## src/hw/rtl/mss_pkg.sv

```systemverilog
// ----------------------------------------------------------------------------
// Min/max spread statistics package
// Widths, the queue entry type and sample helpers shared across the block.
// ----------------------------------------------------------------------------
`default_nettype none

package mss_pkg;

  localparam int unsigned MaxBunches = 4096;
  localparam int unsigned SampleBits = 16;

  localparam int unsigned SampleW = 16;
  localparam int unsigned SpreadW = 17;
  localparam int unsigned MagW    = 16;
  localparam int unsigned SqW     = 2 * MagW;
  localparam int unsigned CountW  = 13;
  localparam int unsigned SumW    = 29;
  localparam int unsigned SqSumW  = 44;
  localparam int unsigned VarW    = 56;
  localparam int unsigned ProdW   = CountW + SqSumW;
  localparam int unsigned SumSqW  = 2 * SumW;

  localparam int unsigned QDepth  = 4;
  localparam int unsigned QPtrW   = $clog2(QDepth);
  localparam int unsigned QCntW   = $clog2(QDepth + 1);

  localparam int unsigned NarrowSh = SampleW - SampleBits;

  typedef logic signed [SampleW-1:0] sample_t;

  typedef struct packed {
    logic signed [SpreadW-1:0] spread;
    logic [SqW-1:0]            spread_sq;
    logic [MagW-1:0]           peak_mag;
    logic [MagW-1:0]           peak_spread;
    logic [CountW-1:0]         count;
    logic                      last;
  } entry_t;

  function automatic sample_t narrow_sample(sample_t raw);
    sample_t t;
    t = raw <<< NarrowSh;
    return t >>> NarrowSh;
  endfunction

  function automatic logic [MagW-1:0] sample_mag(sample_t v);
    sample_t n;
    n = -v;
    return v[SampleW-1] ? MagW'($unsigned(n)) : MagW'($unsigned(v));
  endfunction

endpackage

`default_nettype wire

```

## src/hw/rtl/mss_queue.sv

```systemverilog
// ----------------------------------------------------------------------------
// Min/max spread statistics queue
// Short first-in first-out buffer between the front and back ends.
// ----------------------------------------------------------------------------
`default_nettype none

module mss_queue (
  input  wire logic             clk_i,
  input  wire logic             rst_ni,
  input  wire logic             push_valid_i,
  input  wire mss_pkg::entry_t  push_entry_i,
  output logic                  push_ready_o,
  output logic                  pop_valid_o,
  output mss_pkg::entry_t       pop_entry_o,
  input  wire logic             pop_ready_i
);

  mss_pkg::entry_t           mem_q [mss_pkg::QDepth];
  logic [mss_pkg::QPtrW-1:0] wr_ptr_q, wr_ptr_d;
  logic [mss_pkg::QPtrW-1:0] rd_ptr_q, rd_ptr_d;
  logic [mss_pkg::QCntW-1:0] cnt_q, cnt_d;
  logic                      push, pop;

  assign push_ready_o = (cnt_q != mss_pkg::QCntW'(mss_pkg::QDepth));
  assign pop_valid_o  = (cnt_q != '0);
  assign pop_entry_o  = mem_q[rd_ptr_q];
  assign push         = push_valid_i && push_ready_o;
  assign pop          = pop_valid_o && pop_ready_i;

  always_comb begin
    wr_ptr_d = push ? wr_ptr_q + 1'b1 : wr_ptr_q;
    rd_ptr_d = pop  ? rd_ptr_q + 1'b1 : rd_ptr_q;
    cnt_d    = cnt_q;
    if (push && !pop) begin
      cnt_d = cnt_q + 1'b1;
    end else if (pop && !push) begin
      cnt_d = cnt_q - 1'b1;
    end
  end

  always_ff @(posedge clk_i or negedge rst_ni) begin
    if (!rst_ni) begin
      wr_ptr_q <= '0;
      rd_ptr_q <= '0;
      cnt_q    <= '0;
    end else begin
      wr_ptr_q <= wr_ptr_d;
      rd_ptr_q <= rd_ptr_d;
      cnt_q    <= cnt_d;
    end
  end

  always_ff @(posedge clk_i) begin
    if (push) begin
      mem_q[wr_ptr_q] <= push_entry_i;
    end
  end

endmodule

`default_nettype wire

```

## config.mk

```make
export PLATFORM = sky130hd
export DESIGN_NAME = mss_queue
export DESIGN_NICKNAME = d
export VERILOG_FILES = /design/src/hw/rtl/mss_pkg.sv /design/src/hw/rtl/mss_queue.sv
export SDC_FILE = /design/constraint.sdc
export NUM_CORES = 1
export LEC_CHECK = 0
export CORE_UTILIZATION = 55
export CTS_BUF_LIST = sky130_fd_sc_hd__clkbuf_8
export DETAILED_ROUTE_END_ITERATION = 12
export DONT_BUFFER_PORTS = 1
export HOLD_SLACK_MARGIN = 0.06
export PLACE_DENSITY_LB_ADDON = 0.12
export RECOVER_POWER = 100
export SYNTH_ARGS = -nofsm -noshare
export SYNTH_HDL_FRONTEND = slang
export SYNTH_SLANG_ARGS = --single-unit
export TNS_END_PERCENT = 5
```

## constraint.sdc

```tcl
create_clock -name clk_i -period 6.2 [get_ports clk_i]
set_input_delay 0 -clock clk_i [delete_from_list [all_inputs] [get_ports clk_i]]
set_output_delay 0 -clock clk_i [all_outputs]
set_load 0.02 [all_outputs]
```

==> flow_summary.json <==
{
  "avgSynthCellArea_um2": 26.5,
  "holdCritPathClass": "in2reg",
  "fin_cells": 1055,
  "crit_arrival_ns": 3.91,
  "place.gp.congestion": 0.693,
  "status": "finished, violations left",
  "hold_viol": 0,
  "critPathMaxFanout": 33,
  "design_area_um2": 16500,
  "grt_pass1_wl_um": 38100,
  "period_share": 0.631,
  "viasPerCell": 5.64,
  "fp.dieH_um": 162,
  "finalClockSkew_ns": 0.0165,
  "dieArea_um2": 26300,
  "layout_commonest_cell": "edfxtp_1",
  "post-place-ws_ns": 3.44,
  "numCtsBuffers": 59,
  "min_period_ns": 3.91,
  "grt_max_degree": 58,
  "dpl_cell_area_um2": 14400,
  "slowest_delay_ns": 1.41,
  "drc_errors": 0,
  "ys_ff_latch": 387,
  "cts-root-buf": "clkbuf_8",
  "cp-endpoint": "pop_entry_o[41]",
  "critPathSlowestCell": "dfrtp_1",
  "crit_type": "reg2out",
  "ys_seq_area_frac": 0.821,
  "cts_buffer_depth": 3,
  "multi_input_area_um2": 2370,
  "syn_to_final_growth_pct": 16.7,
  "num_vias": 5949,
  "firstDrtPassIters": 6,
  "drt_iter0_markers": 430,
  "ff_latch_area_um2": 11600,
  "overflow": 0,
  "crit_path_end_kind": "output pin",
  "initial_core_util": 0.560,
  "max-cap-violations": 4,
  "track_usage": 0.196,
  "worstPathCellList": "clkbuf_2 > mux4_2",
  "place.port_buffers": 0,
  "setup_tns_ns": 0,
  "syn-num-nets": 637,
  "r2r_cells": 4,
  "finalSetupViolCount": 0,
  "reg2reg_to": "mem_q[0][0]$_DFFE_PP_",
  "core_um2": 25200,
  "worst_slew_pin_slew_ns": 1.66,
  "mostFrequentLayoutCells": "380 x edfxtp_1, 99 x dlygate4sd3_1, 95 x mux4_2",
  "drive_gt1_frac": 0.250,
  "clkTransAtPathRegs_ns": 0.06,
  "fmax_ghz": 0.256,
  "violations": "max-capacitance violations, max-slew violations",
  "slew_viol_final": 197,
  "fill_cells": 1594,
  "h-tree-depth": 2,
  "yosysWarningCount": 0,
  "netlist_area_um2": 14100,
  "dp_hpwl_um": 14300,
  "nets": 782,
  "dp.cells": 847,
  "clk_latency_ns": 0.57,
  "crit_start": "rd_ptr_q[0]$_DFFE_PN0P_",
  "ant_nets": 0,
  "leakagePower_nw": 5.34,
  "slew_headroom": -0.110,
  "cts_resized": 0,
  "synth_cell_type_count": 21,
  "worst_slack_ns": 2.29,
  "io_pins": 196,
  "clock-sinks": 387,
  "r2r_slack_ns": 2.41,
  "postCtsSetupRepairBufs": 0,
  "grt_pass1_vias": 6658,
  "cts_tree": "built",
  "num_rows": 58,
  "synthCells": 532,
  "timing.rr.start": "cnt_q[0]$_DFFE_PN0P_",
  "avgRoutedWirePerCell_um": 23.7,
  "ir_worst_vdd_uv": 401,
  "totalWireLength_um": 25000,
  "rsz0062_at_grt": "no",
  "die_x_um": 162,
  "power.density_nw_per_um2": 470,
  "required_ns": 6.20,
  "startpoint_type": "flip-flop",
  "antenna_found_initial": 2
}
==> critical path, delay by kind of cell, from the launching register on <==
family,cells,cell delay (ns)
DFF,1,1.41
buffers and inverters,1,1.17
muxes,1,0.72
==> area by class of cell <==
class / instances / area share
Sequential cell: 387 / 0.704
Multi-Input combinational cell: 120 / 0.144
Timing Repair Buffer: 106 / 0.0628
Clock buffer: 60 / 0.0501
Tap cell: 330 / 0.0251
Clock inverter: 48 / 0.0138
Inverter: 3 / 0.000684
Antenna cell: 1 / 0.000152
==> layer usage <==
metal	global-route usage	vias to the layer above	wire length, um
met5	0	-	13
met4	0.0592	2	417
met3	0.0621	39	1830
met2	0.327	173	13100
met1	0.246	3137	9690
li1	-	2598	-
==> worst min-delay path by stage <==
stage                     start                 endpoint  slack [ns]  cells after the start
2_1_floorplan            rst_ni     cnt_q[0]$_DFFE_PN0P_       -0.30                      0
3_3_place_gp             rst_ni  wr_ptr_q[1]$_DFFE_PN0P_       -0.30                      0
3_5_place_dp             rst_ni  wr_ptr_q[1]$_DFFE_PN0P_       -0.30                      0
4_1_cts        push_entry_i[74]   mem_q[3][74]$_DFFE_PP_        0.07                      1
5_1_grt        push_entry_i[72]   mem_q[1][72]$_DFFE_PP_        0.09                      1
6_report       push_entry_i[73]   mem_q[3][73]$_DFFE_PP_        0.12                      1
==> state kept, by name, summed over array words and instances, names as in the netlist <==
name      cells
mem_q       380
wr_ptr_q      2
cnt_q         3
rd_ptr_q      2
==> synthesized netlist by cell type <==
cell type | count | area, um2
mux2_2 | 2 | 22.5
or3_1 | 1 | 6.26
nand3_1 | 1 | 5.00
mux4_2 | 95 | 2140
clkbuf_1 | 4 | 15.0
xor2_1 | 2 | 17.5
nand2_1 | 2 | 7.51
buf_12 | 1 | 20.0
buf_4 | 1 | 7.51
inv_1 | 3 | 11.3
dfrtp_1 | 7 | 175
xnor2_1 | 4 | 35.0
ha_1 | 5 | 62.6
edfxtp_1 | 380 | 11400
a21boi_2 | 1 | 11.3
buf_6 | 2 | 22.5
fa_1 | 1 | 20.0
buf_8 | 2 | 30.0
and2_1 | 4 | 25.0
buf_2 | 12 | 60.1
nor2_1 | 2 | 7.51
==> stage by stage <==
stage	utilization	hold slack, ns	power [mW]
detailed placement	0.573	-0.295	5.93
global placement	0.573	-0.295	5.88
global route	0.654	0.0946	8.10
finish	0.654	0.116	7.73
CTS	0.655	0.0689	7.86
floorplan	-	-0.296	5.53
==> kinds of logic (layout without fill, tap and decap cells) <==
kind of cell,Yosys count,count (layout),share of synthesized area
flops,387,387,0.821
mux,97,97,0.153
buf+inv,25,217,0.0118
simple gates,10,10,0.00364
fa+ha+maj,6,6,0.00585
xor+xnor,6,6,0.00372
compound gates,1,1,0.000798
other cells,0,1,0
==> timing repair <==
action	in CTS	in global routing
endpoints found under the hold margin	394	0
endpoints found under the setup margin	0	0
hold buffers	99	0
==> where the power goes <==
part	leakage [nW]	switching [mW]	internal, mW
combinational	1.17	1.40	0.793
sequential	3.56	0.227	3.47
clock	0.606	0.900	0.940
total	5.33	2.53	5.21
Note: power is estimated with default switching activity, not from simulation.
