### src/hw/rtl/mss_pkg.sv
// ----------------------------------------------------------------------------
// Min/max spread statistics package
// Widths, the queue entry type and sample helpers shared across the block.
// ----------------------------------------------------------------------------
`default_nettype none

package mss_pkg;

  localparam int unsigned MaxBunches = 4096;
  localparam int unsigned SampleBits = 16;

  localparam int unsigned SampleW = 16;
  localparam int unsigned SpreadW = 17;
  localparam int unsigned MagW    = 16;
  localparam int unsigned SqW     = 2 * MagW;
  localparam int unsigned CountW  = 13;
  localparam int unsigned SumW    = 29;
  localparam int unsigned SqSumW  = 44;
  localparam int unsigned VarW    = 56;
  localparam int unsigned ProdW   = CountW + SqSumW;
  localparam int unsigned SumSqW  = 2 * SumW;

  localparam int unsigned QDepth  = 4;
  localparam int unsigned QPtrW   = $clog2(QDepth);
  localparam int unsigned QCntW   = $clog2(QDepth + 1);

  localparam int unsigned NarrowSh = SampleW - SampleBits;

  typedef logic signed [SampleW-1:0] sample_t;

  typedef struct packed {
    logic signed [SpreadW-1:0] spread;
    logic [SqW-1:0]            spread_sq;
    logic [MagW-1:0]           peak_mag;
    logic [MagW-1:0]           peak_spread;
    logic [CountW-1:0]         count;
    logic                      last;
  } entry_t;

  function automatic sample_t narrow_sample(sample_t raw);
    sample_t t;
    t = raw <<< NarrowSh;
    return t >>> NarrowSh;
  endfunction

  function automatic logic [MagW-1:0] sample_mag(sample_t v);
    sample_t n;
    n = -v;
    return v[SampleW-1] ? MagW'($unsigned(n)) : MagW'($unsigned(v));
  endfunction

endpackage

`default_nettype wire

### src/hw/rtl/mss_intf.sv
// ----------------------------------------------------------------------------
// Min/max spread statistics channels
// Bunch sample request channel and per-bunch result channel.
// ----------------------------------------------------------------------------
`default_nettype none

interface mss_bunch_if;
  logic                                valid;
  logic                                ready;
  logic signed [mss_pkg::SampleW-1:0]  min_sample;
  logic signed [mss_pkg::SampleW-1:0]  max_sample;
  logic                                end_of_turn;

  modport source (output valid, output min_sample, output max_sample,
                  output end_of_turn, input ready);
  modport sink   (input valid, input min_sample, input max_sample,
                  input end_of_turn, output ready);
endinterface


`default_nettype wire

### src/hw/rtl/mss_front.sv
// ----------------------------------------------------------------------------
// Min/max spread statistics front end
// Accepts bunch requests, forms spread, square and peak candidates, and marks
// the end of the turn, including the bunch limit.
// ----------------------------------------------------------------------------
`default_nettype none

module mss_front (
  input  wire logic             clk_i,
  input  wire logic             rst_ni,
  mss_bunch_if.sink             bunch_i,
  output logic                  push_valid_o,
  output mss_pkg::entry_t       push_entry_o,
  input  wire logic             push_ready_i
);

  logic [mss_pkg::CountW-1:0]         cnt_q, cnt_d;
  logic [mss_pkg::CountW-1:0]         cnt_next;
  mss_pkg::sample_t                   lo, hi;
  logic signed [mss_pkg::SpreadW-1:0] spread;
  logic signed [mss_pkg::SpreadW-1:0] spread_neg;
  logic [mss_pkg::MagW-1:0]           spread_mag;
  logic [mss_pkg::MagW-1:0]           mag_lo, mag_hi;
  logic                               last;
  logic                               accept;

  assign bunch_i.ready = push_ready_i;
  assign push_valid_o  = bunch_i.valid;
  assign accept        = bunch_i.valid && push_ready_i;

  always_comb begin
    lo         = mss_pkg::narrow_sample(bunch_i.min_sample);
    hi         = mss_pkg::narrow_sample(bunch_i.max_sample);
    spread     = mss_pkg::SpreadW'(hi) - mss_pkg::SpreadW'(lo);
    spread_neg = -spread;
    spread_mag = spread[mss_pkg::SpreadW-1] ? spread_neg[mss_pkg::MagW-1:0]
                                            : spread[mss_pkg::MagW-1:0];
    mag_lo     = mss_pkg::sample_mag(lo);
    mag_hi     = mss_pkg::sample_mag(hi);
    cnt_next   = cnt_q + 1'b1;
    last       = bunch_i.end_of_turn ||
                 (cnt_next >= mss_pkg::CountW'(mss_pkg::MaxBunches));

    push_entry_o.spread      = spread;
    push_entry_o.spread_sq   = mss_pkg::SqW'(spread_mag) * mss_pkg::SqW'(spread_mag);
    push_entry_o.peak_mag    = (mag_hi > mag_lo) ? mag_hi : mag_lo;
    push_entry_o.peak_spread = (!spread[mss_pkg::SpreadW-1] && (spread != '0))
                               ? spread[mss_pkg::MagW-1:0] : '0;
    push_entry_o.count       = cnt_next;
    push_entry_o.last        = last;

    cnt_d = cnt_q;
    if (accept) begin
      cnt_d = last ? '0 : cnt_next;
    end
  end

  always_ff @(posedge clk_i or negedge rst_ni) begin
    if (!rst_ni) begin
      cnt_q <= '0;
    end else begin
      cnt_q <= cnt_d;
    end
  end

endmodule

`default_nettype wire

### src/flat_wrapper.sv
// flat-port wrapper written by rule: the top's interface ports become plain ports
module mss_front_flat 
  (clk_i, rst_ni, push_valid_o, push_entry_o, push_ready_i, bunch_i_valid, bunch_i_min_sample, bunch_i_max_sample, bunch_i_end_of_turn, bunch_i_ready);
  mss_bunch_if bunch_i_i ();
  input  wire logic clk_i;
  input  wire logic rst_ni;
  output logic push_valid_o;
  output mss_pkg::entry_t push_entry_o;
  input  wire logic push_ready_i;
  input wire logic [$bits(bunch_i_i.valid)-1:0] bunch_i_valid;
  input wire logic [$bits(bunch_i_i.min_sample)-1:0] bunch_i_min_sample;
  input wire logic [$bits(bunch_i_i.max_sample)-1:0] bunch_i_max_sample;
  input wire logic [$bits(bunch_i_i.end_of_turn)-1:0] bunch_i_end_of_turn;
  output wire logic [$bits(bunch_i_i.ready)-1:0] bunch_i_ready;
  assign bunch_i_i.valid = bunch_i_valid;
  assign bunch_i_i.min_sample = bunch_i_min_sample;
  assign bunch_i_i.max_sample = bunch_i_max_sample;
  assign bunch_i_i.end_of_turn = bunch_i_end_of_turn;
  assign bunch_i_ready = bunch_i_i.ready;
  mss_front u_core (.clk_i(clk_i), .rst_ni(rst_ni), .bunch_i(bunch_i_i), .push_valid_o(push_valid_o), .push_entry_o(push_entry_o), .push_ready_i(push_ready_i));
endmodule
### config.mk
export PLATFORM = sky130hd
export DESIGN_NAME = mss_front_flat
export DESIGN_NICKNAME = d
export VERILOG_FILES = /design/src/hw/rtl/mss_pkg.sv /design/src/hw/rtl/mss_intf.sv /design/src/hw/rtl/mss_front.sv /design/src/flat_wrapper.sv
export SDC_FILE = /design/constraint.sdc
export NUM_CORES = 1
export LEC_CHECK = 0
export BUFFER_PORTS_ARGS = -buffer_cell sky130_fd_sc_hd__clkbuf_2
export CORE_ASPECT_RATIO = 1.25
export CORE_MARGIN = 2
export CORE_UTILIZATION = 55
export CTS_CLUSTER_SIZE = 25
export DETAILED_ROUTE_END_ITERATION = 10
export GPL_TIMING_DRIVEN = 0
export PLACE_DENSITY = 0.83
export SETUP_SLACK_MARGIN = 0.15
export SYNTH_ARGS = -nofsm -noshare
export SYNTH_HDL_FRONTEND = slang
export SYNTH_SLANG_ARGS = --single-unit
### constraint.sdc
create_clock -name clk_i -period 9.2 [get_ports clk_i]
set_input_delay 0.46 -clock clk_i [delete_from_list [all_inputs] [get_ports clk_i]]
set_output_delay 0.46 -clock clk_i [all_outputs]
set_load 0.005 [all_outputs]
==> results.json <==
{
  "fmax_mhz": 101.1,
  "routed-via-count": 9673,
  "htree_levels": 1,
  "clock_sinks": 13,
  "syn_area_um2": 10230,
  "slew_viol_final": 0,
  "antenna_found_initial": 0,
  "finalHoldViolations": 0,
  "synth_edf_count": 0,
  "viasPerCell": 5.724,
  "avgSynthCellArea_um2": 8.251,
  "place_area_um2": 11260,
  "initial_core_util_pct": 56.32,
  "io_pins": 134,
  "drc": 0,
  "ys.flop_type": "dfrtp_1",
  "clockBufferDepth": 2,
  "crit_path_max_incr_delay_ns": 0.51,
  "async_reset_ff_share_pct": 100.0,
  "gr-total-overflow": 0,
  "drtIter0Drc": 728,
  "setup_viol": 14,
  "critical_path.max_fanout": 5,
  "min_period_ns": 9.892,
  "r2r_slack_ns": 6.43,
  "rows": 55,
  "regMostFlops": "u_core.cnt_q",
  "start_kind": "input pin",
  "io_buffers": 132,
  "place_congestion": 0.9091,
  "stdcell_area_um2": 12730,
  "netlist.area_leader.share_pct": 32.09,
  "worst-setup-path-type": "in -> out",
  "yosysWarnings": 0,
  "timing.final.ws_setup_ns": -0.6919,
  "post_route_cells_drive_above_1_share_pct": 25.44,
  "synth_top_cells_by_area": "fa_1 32%, ha_1 16%, inv_1 9.6%",
  "yosys_register_bits": 13,
  "dieArea_um2": 19720,
  "largestRegisters": "u_core.cnt_q (13)",
  "antennaDiodeCount": 0,
  "crit_top_cell": "fa_1",
  "max_slew_margin_pct": 41.21,
  "syn_nets": 1572,
  "preCtsSetupSlack_ns": -1.587,
  "cap_violations": 0,
  "synth_commonest_cells": "262 x inv_1, 164 x fa_1, 131 x ha_1",
  "yosys.cell_types.count": 63,
  "largest_reg_flops": 13,
  "grtUsageTotal_pct": 28.52,
  "die_h_um": 156.5,
  "utilization_pct": 70.07,
  "min-delay-path-class": "in -> async",
  "detail_route.wirelength_mm": 29.60,
  "ant_nets": 0,
  "cts_root_buf": "clkbuf_16",
  "fp.dieW_um": 126.0,
  "cp.arrival_ns": 9.43,
  "clk_pin_slew_ns": 0.04,
  "wl_per_cell_um": 17.52,
  "min_period_over_period_pct": 107.5,
  "hpwlAfterDp_mm": 20.98,
  "worst_ep_required_time_ns": 8.74,
  "nets": 1795,
  "skew_ns": 0.001409,
  "cp-end-kind": "output port",
  "violations": "negative setup slack",
  "synthesis.instances": 1240,
  "yosysSeqAreaShare_pct": 3.180,
  "coreArea_um2": 18170,
  "cts_tree": "yes",
  "fin_setup_tns_ns": -5.872,
  "post-synth-top-count-cell": "inv_1",
  "worstMarginPinSlew_ns": 0.8756,
  "grt_start_max_net_pins": 14,
  "crit_path_top_delay_cell": "fa_1",
  "synth.largest_area_cell": "fa_1",
  "clock_latency_ns": 0.24,
  "grt_pass1_vias": 10020,
  "rsz0062_at_grt": "yes",
  "postCtsHoldBufs": 0,
  "grt_pass1_wl_mm": 46.29,
  "firstDrtPassIters": 5,
  "cts-buffers-inserted": 3,
  "status": "finished, violations left",
  "area_delta_synth_final_pct": 24.42
}
cell families after synthesis:
group | synth area share, %
simple gates | 15.51
buf+inv | 11.72
fa+ha+maj | 48.11
compound gates | 10.60
xor+xnor | 9.062
mux | 1.785
flops | 3.180
other cells | 0.03665
routing by layer:
metal / vias to the layer above / track usage (%) / wire [um]
met5: - / 0 / 0
met4: 0 / 11.30 / 1414
met3: 143 / 3.385 / 2137
met2: 472 / 53.99 / 15380
met1: 4699 / 32.51 / 10670
li1: 4359 / - / -
repair_timing:
action / CTS / global route
hold endpoints to repair: 0 / 0
setup endpoints to repair: 19 / 18
setup buffers: 65 / 21
resized for setup: 105 / 61
pin swaps: 79 / 56
path summary, 6_finish.rpt:
path                                                end  cells after the start                         start
setup / recovery                       push_entry_o[77]                     43         bunch_i_max_sample[0]
hold / removal             u_core.cnt_q[12]$_DFFE_PN0P_                      1                        rst_ni
setup reg to reg            u_core.cnt_q[7]$_DFFE_PN0P_                     11   u_core.cnt_q[0]$_DFFE_PN0P_
hold reg to reg            u_core.cnt_q[12]$_DFFE_PN0P_                      1  u_core.cnt_q[12]$_DFFE_PN0P_
max in group asynchronous   u_core.cnt_q[3]$_DFFE_PN0P_                      1                        rst_ni
min in group clk_i         u_core.cnt_q[12]$_DFFE_PN0P_                      1  u_core.cnt_q[12]$_DFFE_PN0P_
cell type report:
| class | instances | area (um2) |
|---|---|---|
| Inverter | 279 | 1060 |
| Clock buffer | 4 | 78.83 |
| Timing Repair Buffer | 218 | 1403 |
| Multi-Input combinational cell | 918 | 9369 |
| Buffer | 30 | 209.0 |
| Tap cell | 228 | 285.3 |
| Fill cell | 1303 | 5438 |
| Sequential cell | 13 | 325.3 |
layout by cell type (no fill, tap or decap), drive strengths merged, types with 5 or more instances in the layout:
cell,n
o21a,11
inv,279
clkbuf,134
o31ai,9
o21bai,5
o21ai,45
nand3,29
fa,164
xor2,35
a21o,27
nor2,121
xnor2,61
nand4,7
a211oi,6
or3,6
mux2i,16
dfrtp,13
buf,118
nor2b,7
nand2b,7
nand2,101
a21oi,36
nor3,23
and3,9
and2,7
ha,131
or2,10
through the flow:
step                      instances  hold slack [ns]
final                          1690           0.1127
after global routing           1690           0.1439
after CTS                      1669           0.1214
after detailed placement       1600           0.3726
after global placement         1600           0.3716
after floorplan                1240           0.1644
worst max-delay path: cells and delay by family:
kind | cells | cell delay (ns)
XOR/XNOR | 3 | 0.62
adder cells (fa/ha/maj) | 9 | 3.77
AO/OA/AOI/OAI | 8 | 1.58
buffers and inverters | 15 | 1.60
AND/OR/NAND/NOR | 8 | 1.38
Power is left out: the tool's default activity adds up to more than one toggle a clock period on the data nets, which glitch-free logic cannot reach.
