<file path="src/hw/rtl/mss_pkg.sv">
// ----------------------------------------------------------------------------
// Min/max spread statistics package
// Widths, the queue entry type and sample helpers shared across the block.
// ----------------------------------------------------------------------------
`default_nettype none

package mss_pkg;

  localparam int unsigned MaxBunches = 4096;
  localparam int unsigned SampleBits = 16;

  localparam int unsigned SampleW = 16;
  localparam int unsigned SpreadW = 17;
  localparam int unsigned MagW    = 16;
  localparam int unsigned SqW     = 2 * MagW;
  localparam int unsigned CountW  = 13;
  localparam int unsigned SumW    = 29;
  localparam int unsigned SqSumW  = 44;
  localparam int unsigned VarW    = 56;
  localparam int unsigned ProdW   = CountW + SqSumW;
  localparam int unsigned SumSqW  = 2 * SumW;

  localparam int unsigned QDepth  = 4;
  localparam int unsigned QPtrW   = $clog2(QDepth);
  localparam int unsigned QCntW   = $clog2(QDepth + 1);

  localparam int unsigned NarrowSh = SampleW - SampleBits;

  typedef logic signed [SampleW-1:0] sample_t;

  typedef struct packed {
    logic signed [SpreadW-1:0] spread;
    logic [SqW-1:0]            spread_sq;
    logic [MagW-1:0]           peak_mag;
    logic [MagW-1:0]           peak_spread;
    logic [CountW-1:0]         count;
    logic                      last;
  } entry_t;

  function automatic sample_t narrow_sample(sample_t raw);
    sample_t t;
    t = raw <<< NarrowSh;
    return t >>> NarrowSh;
  endfunction

  function automatic logic [MagW-1:0] sample_mag(sample_t v);
    sample_t n;
    n = -v;
    return v[SampleW-1] ? MagW'($unsigned(n)) : MagW'($unsigned(v));
  endfunction

endpackage

`default_nettype wire

</file>
<file path="src/hw/rtl/mss_intf.sv">
// ----------------------------------------------------------------------------
// Min/max spread statistics channels
// Bunch sample request channel and per-bunch result channel.
// ----------------------------------------------------------------------------
`default_nettype none


interface mss_stats_if;
  logic                               valid;
  logic                               ready;
  logic signed [mss_pkg::SpreadW-1:0] spread;
  logic                               stats_valid;
  logic [mss_pkg::CountW-1:0]         bunch_count;
  logic signed [mss_pkg::SumW-1:0]    spread_sum;
  logic [mss_pkg::SqSumW-1:0]         spread_square_sum;
  logic [mss_pkg::MagW-1:0]           peak_magnitude;
  logic [mss_pkg::MagW-1:0]           peak_spread;
  logic [mss_pkg::VarW-1:0]           variance_numerator;

  modport source (output valid, output spread, output stats_valid,
                  output bunch_count, output spread_sum, output spread_square_sum,
                  output peak_magnitude, output peak_spread,
                  output variance_numerator, input ready);
  modport sink   (input valid, input spread, input stats_valid,
                  input bunch_count, input spread_sum, input spread_square_sum,
                  input peak_magnitude, input peak_spread,
                  input variance_numerator, output ready);
endinterface

`default_nettype wire

</file>
<file path="src/hw/rtl/mss_back.sv">
// ----------------------------------------------------------------------------
// Min/max spread statistics back end
// Accumulates the turn totals, forms the variance numerator in two further
// stages and holds the result until taken.
// ----------------------------------------------------------------------------
`default_nettype none

module mss_back (
  input  wire logic             clk_i,
  input  wire logic             rst_ni,
  input  wire logic             pop_valid_i,
  input  wire mss_pkg::entry_t  pop_entry_i,
  output logic                  pop_ready_o,
  mss_stats_if.source           stats_o
);

  // turn accumulators
  logic signed [mss_pkg::SumW-1:0]    acc_sum_q, acc_sum_d;
  logic [mss_pkg::SqSumW-1:0]         acc_sqsum_q, acc_sqsum_d;
  logic [mss_pkg::MagW-1:0]           acc_pmag_q, acc_pmag_d;
  logic [mss_pkg::MagW-1:0]           acc_pspr_q, acc_pspr_d;

  logic signed [mss_pkg::SumW-1:0]    sum_n;
  logic [mss_pkg::SqSumW-1:0]         sqsum_n;
  logic [mss_pkg::MagW-1:0]           pmag_n, pspr_n;

  // accumulate stage
  logic                               v1_q, v1_d;
  logic signed [mss_pkg::SpreadW-1:0] s1_spread_q;
  logic                               s1_stats_q;
  logic [mss_pkg::CountW-1:0]         s1_count_q;
  logic signed [mss_pkg::SumW-1:0]    s1_sum_q;
  logic [mss_pkg::SqSumW-1:0]         s1_sqsum_q;
  logic [mss_pkg::MagW-1:0]           s1_pmag_q, s1_pspr_q;

  // product stage
  logic                               v2_q, v2_d;
  logic signed [mss_pkg::SpreadW-1:0] s2_spread_q;
  logic                               s2_stats_q;
  logic [mss_pkg::CountW-1:0]         s2_count_q;
  logic signed [mss_pkg::SumW-1:0]    s2_sum_q;
  logic [mss_pkg::SqSumW-1:0]         s2_sqsum_q;
  logic [mss_pkg::MagW-1:0]           s2_pmag_q, s2_pspr_q;
  logic [mss_pkg::VarW-1:0]           s2_prod_q, s2_sq_q;
  logic [mss_pkg::ProdW-1:0]          prod_full;
  logic signed [mss_pkg::SumSqW-1:0]  sq_full;

  // output stage
  logic                               v3_q, v3_d;

  logic                               s1_rdy, s2_rdy, s3_rdy;
  logic                               pop, mv12, mv23;

  assign s3_rdy      = !v3_q || stats_o.ready;
  assign s2_rdy      = !v2_q || s3_rdy;
  assign s1_rdy      = !v1_q || s2_rdy;
  assign pop_ready_o = s1_rdy;
  assign pop         = pop_valid_i && s1_rdy;
  assign mv12        = v1_q && s2_rdy;
  assign mv23        = v2_q && s3_rdy;
  assign stats_o.valid = v3_q;

  always_comb begin
    sum_n   = acc_sum_q + mss_pkg::SumW'(pop_entry_i.spread);
    sqsum_n = acc_sqsum_q + mss_pkg::SqSumW'(pop_entry_i.spread_sq);
    pmag_n  = (pop_entry_i.peak_mag > acc_pmag_q) ? pop_entry_i.peak_mag : acc_pmag_q;
    pspr_n  = (pop_entry_i.peak_spread > acc_pspr_q) ? pop_entry_i.peak_spread
                                                     : acc_pspr_q;

    acc_sum_d   = acc_sum_q;
    acc_sqsum_d = acc_sqsum_q;
    acc_pmag_d  = acc_pmag_q;
    acc_pspr_d  = acc_pspr_q;
    if (pop) begin
      acc_sum_d   = pop_entry_i.last ? '0 : sum_n;
      acc_sqsum_d = pop_entry_i.last ? '0 : sqsum_n;
      acc_pmag_d  = pop_entry_i.last ? '0 : pmag_n;
      acc_pspr_d  = pop_entry_i.last ? '0 : pspr_n;
    end

    v1_d = pop  ? 1'b1 : (mv12 ? 1'b0 : v1_q);
    v2_d = mv12 ? 1'b1 : (mv23 ? 1'b0 : v2_q);
    v3_d = mv23 ? 1'b1 : ((v3_q && stats_o.ready) ? 1'b0 : v3_q);

    prod_full = mss_pkg::ProdW'(s1_count_q) * mss_pkg::ProdW'(s1_sqsum_q);
    sq_full   = mss_pkg::SumSqW'(s1_sum_q) * mss_pkg::SumSqW'(s1_sum_q);
  end

  always_ff @(posedge clk_i or negedge rst_ni) begin
    if (!rst_ni) begin
      acc_sum_q   <= '0;
      acc_sqsum_q <= '0;
      acc_pmag_q  <= '0;
      acc_pspr_q  <= '0;
      v1_q        <= 1'b0;
      v2_q        <= 1'b0;
      v3_q        <= 1'b0;
    end else begin
      acc_sum_q   <= acc_sum_d;
      acc_sqsum_q <= acc_sqsum_d;
      acc_pmag_q  <= acc_pmag_d;
      acc_pspr_q  <= acc_pspr_d;
      v1_q        <= v1_d;
      v2_q        <= v2_d;
      v3_q        <= v3_d;
    end
  end

  always_ff @(posedge clk_i) begin
    if (pop) begin
      s1_spread_q <= pop_entry_i.spread;
      s1_stats_q  <= pop_entry_i.last;
      s1_count_q  <= pop_entry_i.last ? pop_entry_i.count : '0;
      s1_sum_q    <= pop_entry_i.last ? sum_n : '0;
      s1_sqsum_q  <= pop_entry_i.last ? sqsum_n : '0;
      s1_pmag_q   <= pop_entry_i.last ? pmag_n : '0;
      s1_pspr_q   <= pop_entry_i.last ? pspr_n : '0;
    end
    if (mv12) begin
      s2_spread_q <= s1_spread_q;
      s2_stats_q  <= s1_stats_q;
      s2_count_q  <= s1_count_q;
      s2_sum_q    <= s1_sum_q;
      s2_sqsum_q  <= s1_sqsum_q;
      s2_pmag_q   <= s1_pmag_q;
      s2_pspr_q   <= s1_pspr_q;
      s2_prod_q   <= prod_full[mss_pkg::VarW-1:0];
      s2_sq_q     <= sq_full[mss_pkg::VarW-1:0];
    end
    if (mv23) begin
      stats_o.spread             <= s2_spread_q;
      stats_o.stats_valid        <= s2_stats_q;
      stats_o.bunch_count        <= s2_count_q;
      stats_o.spread_sum         <= s2_sum_q;
      stats_o.spread_square_sum  <= s2_sqsum_q;
      stats_o.peak_magnitude     <= s2_pmag_q;
      stats_o.peak_spread        <= s2_pspr_q;
      stats_o.variance_numerator <= s2_prod_q - s2_sq_q;
    end
  end

endmodule

`default_nettype wire

</file>
<file path="src/flat_wrapper.sv">
// flat-port wrapper written by rule: the top's interface ports become plain ports
module mss_back_flat 
  (clk_i, rst_ni, pop_valid_i, pop_entry_i, pop_ready_o, stats_o_valid, stats_o_spread, stats_o_stats_valid, stats_o_bunch_count, stats_o_spread_sum, stats_o_spread_square_sum, stats_o_peak_magnitude, stats_o_peak_spread, stats_o_variance_numerator, stats_o_ready);
  mss_stats_if stats_o_i ();
  input  wire logic clk_i;
  input  wire logic rst_ni;
  input  wire logic pop_valid_i;
  input  wire mss_pkg::entry_t pop_entry_i;
  output logic pop_ready_o;
  output wire logic [$bits(stats_o_i.valid)-1:0] stats_o_valid;
  output wire logic [$bits(stats_o_i.spread)-1:0] stats_o_spread;
  output wire logic [$bits(stats_o_i.stats_valid)-1:0] stats_o_stats_valid;
  output wire logic [$bits(stats_o_i.bunch_count)-1:0] stats_o_bunch_count;
  output wire logic [$bits(stats_o_i.spread_sum)-1:0] stats_o_spread_sum;
  output wire logic [$bits(stats_o_i.spread_square_sum)-1:0] stats_o_spread_square_sum;
  output wire logic [$bits(stats_o_i.peak_magnitude)-1:0] stats_o_peak_magnitude;
  output wire logic [$bits(stats_o_i.peak_spread)-1:0] stats_o_peak_spread;
  output wire logic [$bits(stats_o_i.variance_numerator)-1:0] stats_o_variance_numerator;
  input wire logic [$bits(stats_o_i.ready)-1:0] stats_o_ready;
  assign stats_o_valid = stats_o_i.valid;
  assign stats_o_spread = stats_o_i.spread;
  assign stats_o_stats_valid = stats_o_i.stats_valid;
  assign stats_o_bunch_count = stats_o_i.bunch_count;
  assign stats_o_spread_sum = stats_o_i.spread_sum;
  assign stats_o_spread_square_sum = stats_o_i.spread_square_sum;
  assign stats_o_peak_magnitude = stats_o_i.peak_magnitude;
  assign stats_o_peak_spread = stats_o_i.peak_spread;
  assign stats_o_variance_numerator = stats_o_i.variance_numerator;
  assign stats_o_i.ready = stats_o_ready;
  mss_back u_core (.clk_i(clk_i), .rst_ni(rst_ni), .pop_valid_i(pop_valid_i), .pop_entry_i(pop_entry_i), .pop_ready_o(pop_ready_o), .stats_o(stats_o_i));
endmodule
</file>
<file path="config.mk">
export PLATFORM = sky130hd
export DESIGN_NAME = mss_back_flat
export DESIGN_NICKNAME = d
export VERILOG_FILES = /design/src/hw/rtl/mss_pkg.sv /design/src/hw/rtl/mss_intf.sv /design/src/hw/rtl/mss_back.sv /design/src/flat_wrapper.sv
export SDC_FILE = /design/constraint.sdc
export NUM_CORES = 2
export LEC_CHECK = 0
export ABC_AREA = 1
export BUFFER_PORTS_ARGS = -buffer_cell sky130_fd_sc_hd__buf_4
export CAP_MARGIN = 10
export CORE_MARGIN = 10
export CORE_UTILIZATION = 30
export DETAILED_ROUTE_END_ITERATION = 10
export GPL_ROUTABILITY_DRIVEN = 0
export PLACE_DENSITY = 0.49
export RECOVER_POWER = 25
export REMOVE_ABC_BUFFERS = 1
export SYNTH_ARGS = -nofsm -noshare
export SYNTH_HDL_FRONTEND = slang
export SYNTH_SLANG_ARGS = --single-unit
</file>
<file path="constraint.sdc">
create_clock -name clk_i -period 11.5 [get_ports clk_i]
set_input_delay 0.575 -clock clk_i [delete_from_list [all_inputs] [get_ports clk_i]]
set_output_delay 0.575 -clock clk_i [all_outputs]
set_load 0.05 [all_outputs]
</file>
==> qor.yml <==
worst_pin_slew_ns: 4.676
grt.overflow.total: 0
clock_path_buffers: 3
grt_max_degree: 90
die_h_um: 534.9
synth_edf_count: 574
die_area_sq_mm: 0.2861
first_pass_iters: 6
cts_max_level: 3
clock_sinks: 682
drive_gt1_share_pct: 5.579
nNetsFinal: 11270
ys_types: 50
worstSetupStartpointType: "register"
slew_viol_final: 1323
wire_per_inst_um: 19.25
syn-instance-count: 9258
setup_viol: 0
hold_violations: 0
initial_core_util_pct: 30.22
crit_path_max_fanout: 44
cp-end-kind: "register"
ys_async_sr_fraction_pct: 15.84
antenna_found_initial: 17
drt_wl_total_um: 251800
cap_viol_max_count: 35
arrival_ns: 10.09
num_vias: 60560
insertion_delay_ns: 0.76
gr-usage-met2_pct: 28.01
die_w_um: 534.9
ios: 293
cts_tree: "yes"
reg2reg_slack_ns: 1.90
grt_pass1_wl_um: 388300
clkTransAtPathRegs_ns: 0.06
max_freq_mhz: 104.1
worstSetupPathType: "reg2reg"
fin_cells: 13080
grt-busiest-layer: "met2"
relSlewSlack_pct: -211.7
fin_worst_skew_ns: 0.04887
ys.flop_type: "edfxtp_1"
cts_resized: 0
dp_hpwl_um: 202600
clockRootBuffer: "clkbuf_16"
final_util_pct: 33.76
ys_seq_area_share_pct: 25.07
drt_iter0_markers: 4694
syn_area_sq_mm: 0.07954
hold_class: "in2reg"
cts_made_buffers: 92
syn_area_per_cell_sq_um: 8.591
met1_usage_pct: 24.39
core-area_sq_mm: 0.2632
finalSetupTns_ns: 0
hold_ws_ns: 0.08381
area_delta_synth_final_pct: 11.72
grt_usage_pct: 17.41
dp_cells: 12890
period_share_pct: 83.50
status: "finished, violations left"
vias_per_cell: 4.632
fillers: 27530
drtAntennaViolNets: 0
met3_usage_pct: 2.802
core.rowCount: 188
port_buffers: 292
rsz0062_at_grt: "no"
fin_crit_ns: 9.603
grt_pass1_vias: 63770
yosys_warnings: 0
violations: "capacitance limit, slew limit"
crit_required_ns: 11.99
drcViolationCount: 0
synth_seq_cells: 682
## cells in the final DEF, fill, tap and decap left out, types with 7 or more instances in the layout
master,Yosys,layout
a21oi_2,9,9
clkinv_1,1,14
inv_6,0,8
nand4_1,83,83
ha_1,420,420
o21ai_1,15,15
nand3_1,295,295
bufinv_16,0,17
clkinv_2,0,10
nand2_2,15,14
a21oi_1,281,281
clkbuf_1,161,70
nand3_2,17,17
nand3b_1,42,42
diode_2,0,7
clkbuf_16,0,92
inv_1,2294,2291
a21o_1,16,16
nor2_1,559,558
o21bai_1,53,53
o21a_1,13,13
nor3_1,34,34
xor2_1,93,93
o21ai_0,170,170
fa_1,1280,1280
nor3_2,10,10
edfxtp_1,574,574
nor2_2,21,21
xnor2_1,50,50
dfrtp_1,108,108
buf_4,8,299
nand2_1,2523,2523
dlygate4sd3_1,0,7
## cells in the mapped netlist (3+ instances only)
library cell	instances	area, sq um
a21boi_0	5	37.54
nand3b_1	42	315.3
or2_2	3	18.77
a21oi_1	281	1406
o21bai_1	53	397.9
xor2_1	93	814.5
dfrtp_1	108	2703
inv_1	2294	8611
nand3_2	17	170.2
a31oi_1	6	37.54
a22o_1	4	35.03
edfxtp_1	574	17240
a21o_1	16	120.1
buf_1	58	217.7
buf_2	9	45.04
o21ai_1	15	75.07
nand2_1	2523	9470
clkbuf_1	161	604.3
fa_1	1280	25620
nor4_1	4	25.02
nand3_1	295	1476
a21oi_2	9	78.83
nand2_2	15	93.84
ha_1	420	5255
o21ai_0	170	850.8
nand4_1	83	519.3
xnor2_1	50	437.9
buf_4	8	60.06
nor2_2	21	131.4
o21a_1	13	97.59
nor3b_2	3	37.54
nor3_1	34	170.2
nor2_1	559	2098
nor3_2	10	100.1
nor3b_1	3	22.52
## per-layer routing
metal | up-vias | wire length [um]
li1 | 28130 | -
met1 | 30260 | 114400
met2 | 1853 | 114600
met3 | 312 | 15890
met4 | 12 | 6772
met5 | - | 94
## worst max-delay path, cell delays in order, from the launching register on
cell and delay, ns:
edfxtp_1 0.33, clkbuf_1 1.61, inv_1 1.12, nor2_1 0.41, fa_1 0.50, fa_1 0.51
fa_1 0.43, fa_1 0.47, fa_1 0.54, fa_1 0.44, fa_1 0.51, inv_1 0.07
fa_1 0.50, inv_1 0.05, ha_1 0.44, nand2_1 0.15, nor2_1 0.29, nand2_1 0.16
nor4_1 0.44, nand3_1 0.18, nand4_1 0.13, nand2_1 0.06
## what timing repair did
action                                 CTS  global route
endpoints found under the hold margin   68             0
hold buffers                             7             0
setup buffers                            0             0
## sequential cells by signal, indices dropped and copies added (netlist names), 44 cells and up
| name | cells |
|---|---|
| u_core.s2_prod_q | 56 |
| u_core.stats_o.variance_numerator | 56 |
| u_core.s2_sq_q | 55 |
| u_core.acc_sqsum_q | 44 |
| u_core.s1_sqsum_q | 44 |
| u_core.s2_sqsum_q | 44 |
| u_core.stats_o.spread_square_sum | 44 |
## cell type report
type	instances	area (sq um)	share of cell area, %
repair buffers	361	2525	2.841
diodes	7	17.52	0.01971
flip-flops and latches	682	19940	22.44
inverters	2297	8637	9.720
clock buffers	109	2376	2.674
multi-input cells	6040	50040	56.31
clock inverters	64	929.6	1.046
well taps	3515	4398	4.949
## through the flow
stage / instance area [sq um] / worst slack (ns)
after floorplan: 78590 / 0.7897
after global placement: 85690 / 3.412
after detailed placement: 85690 / 3.326
after CTS: 89060 / 3.382
after global routing: 88850 / 1.451
final: 88860 / 1.897
## final timing paths
check | from | depth (start not counted) | endpoint
max | u_core.s1_sum_q[28] | 21 | u_core.s2_sq_q[51]
min | pop_entry_i[4] | 3 | u_core.s1_count_q[3]
max reg2reg | u_core.s1_sum_q[28] | 21 | u_core.s2_sq_q[51]
min reg2reg | u_core.s1_pspr_q[9] | 0 | u_core.s2_pspr_q[9]
max in group asynchronous | rst_ni | 2 | u_core.acc_sum_q[4]
min in group asynchronous | rst_ni | 2 | u_core.acc_sqsum_q[16]
## cell families after synthesis
logic type	count (synthesis)	share of synthesized area, %
simple gates	3621	18.51
compound gates	576	3.989
xor+xnor	143	1.575
fa+ha+maj	1700	38.82
buf+inv	2536	12.03
flops	682	25.07
Power is not shown: default switching activity piles up to over one toggle a cycle in this logic, so the estimate is an artifact.
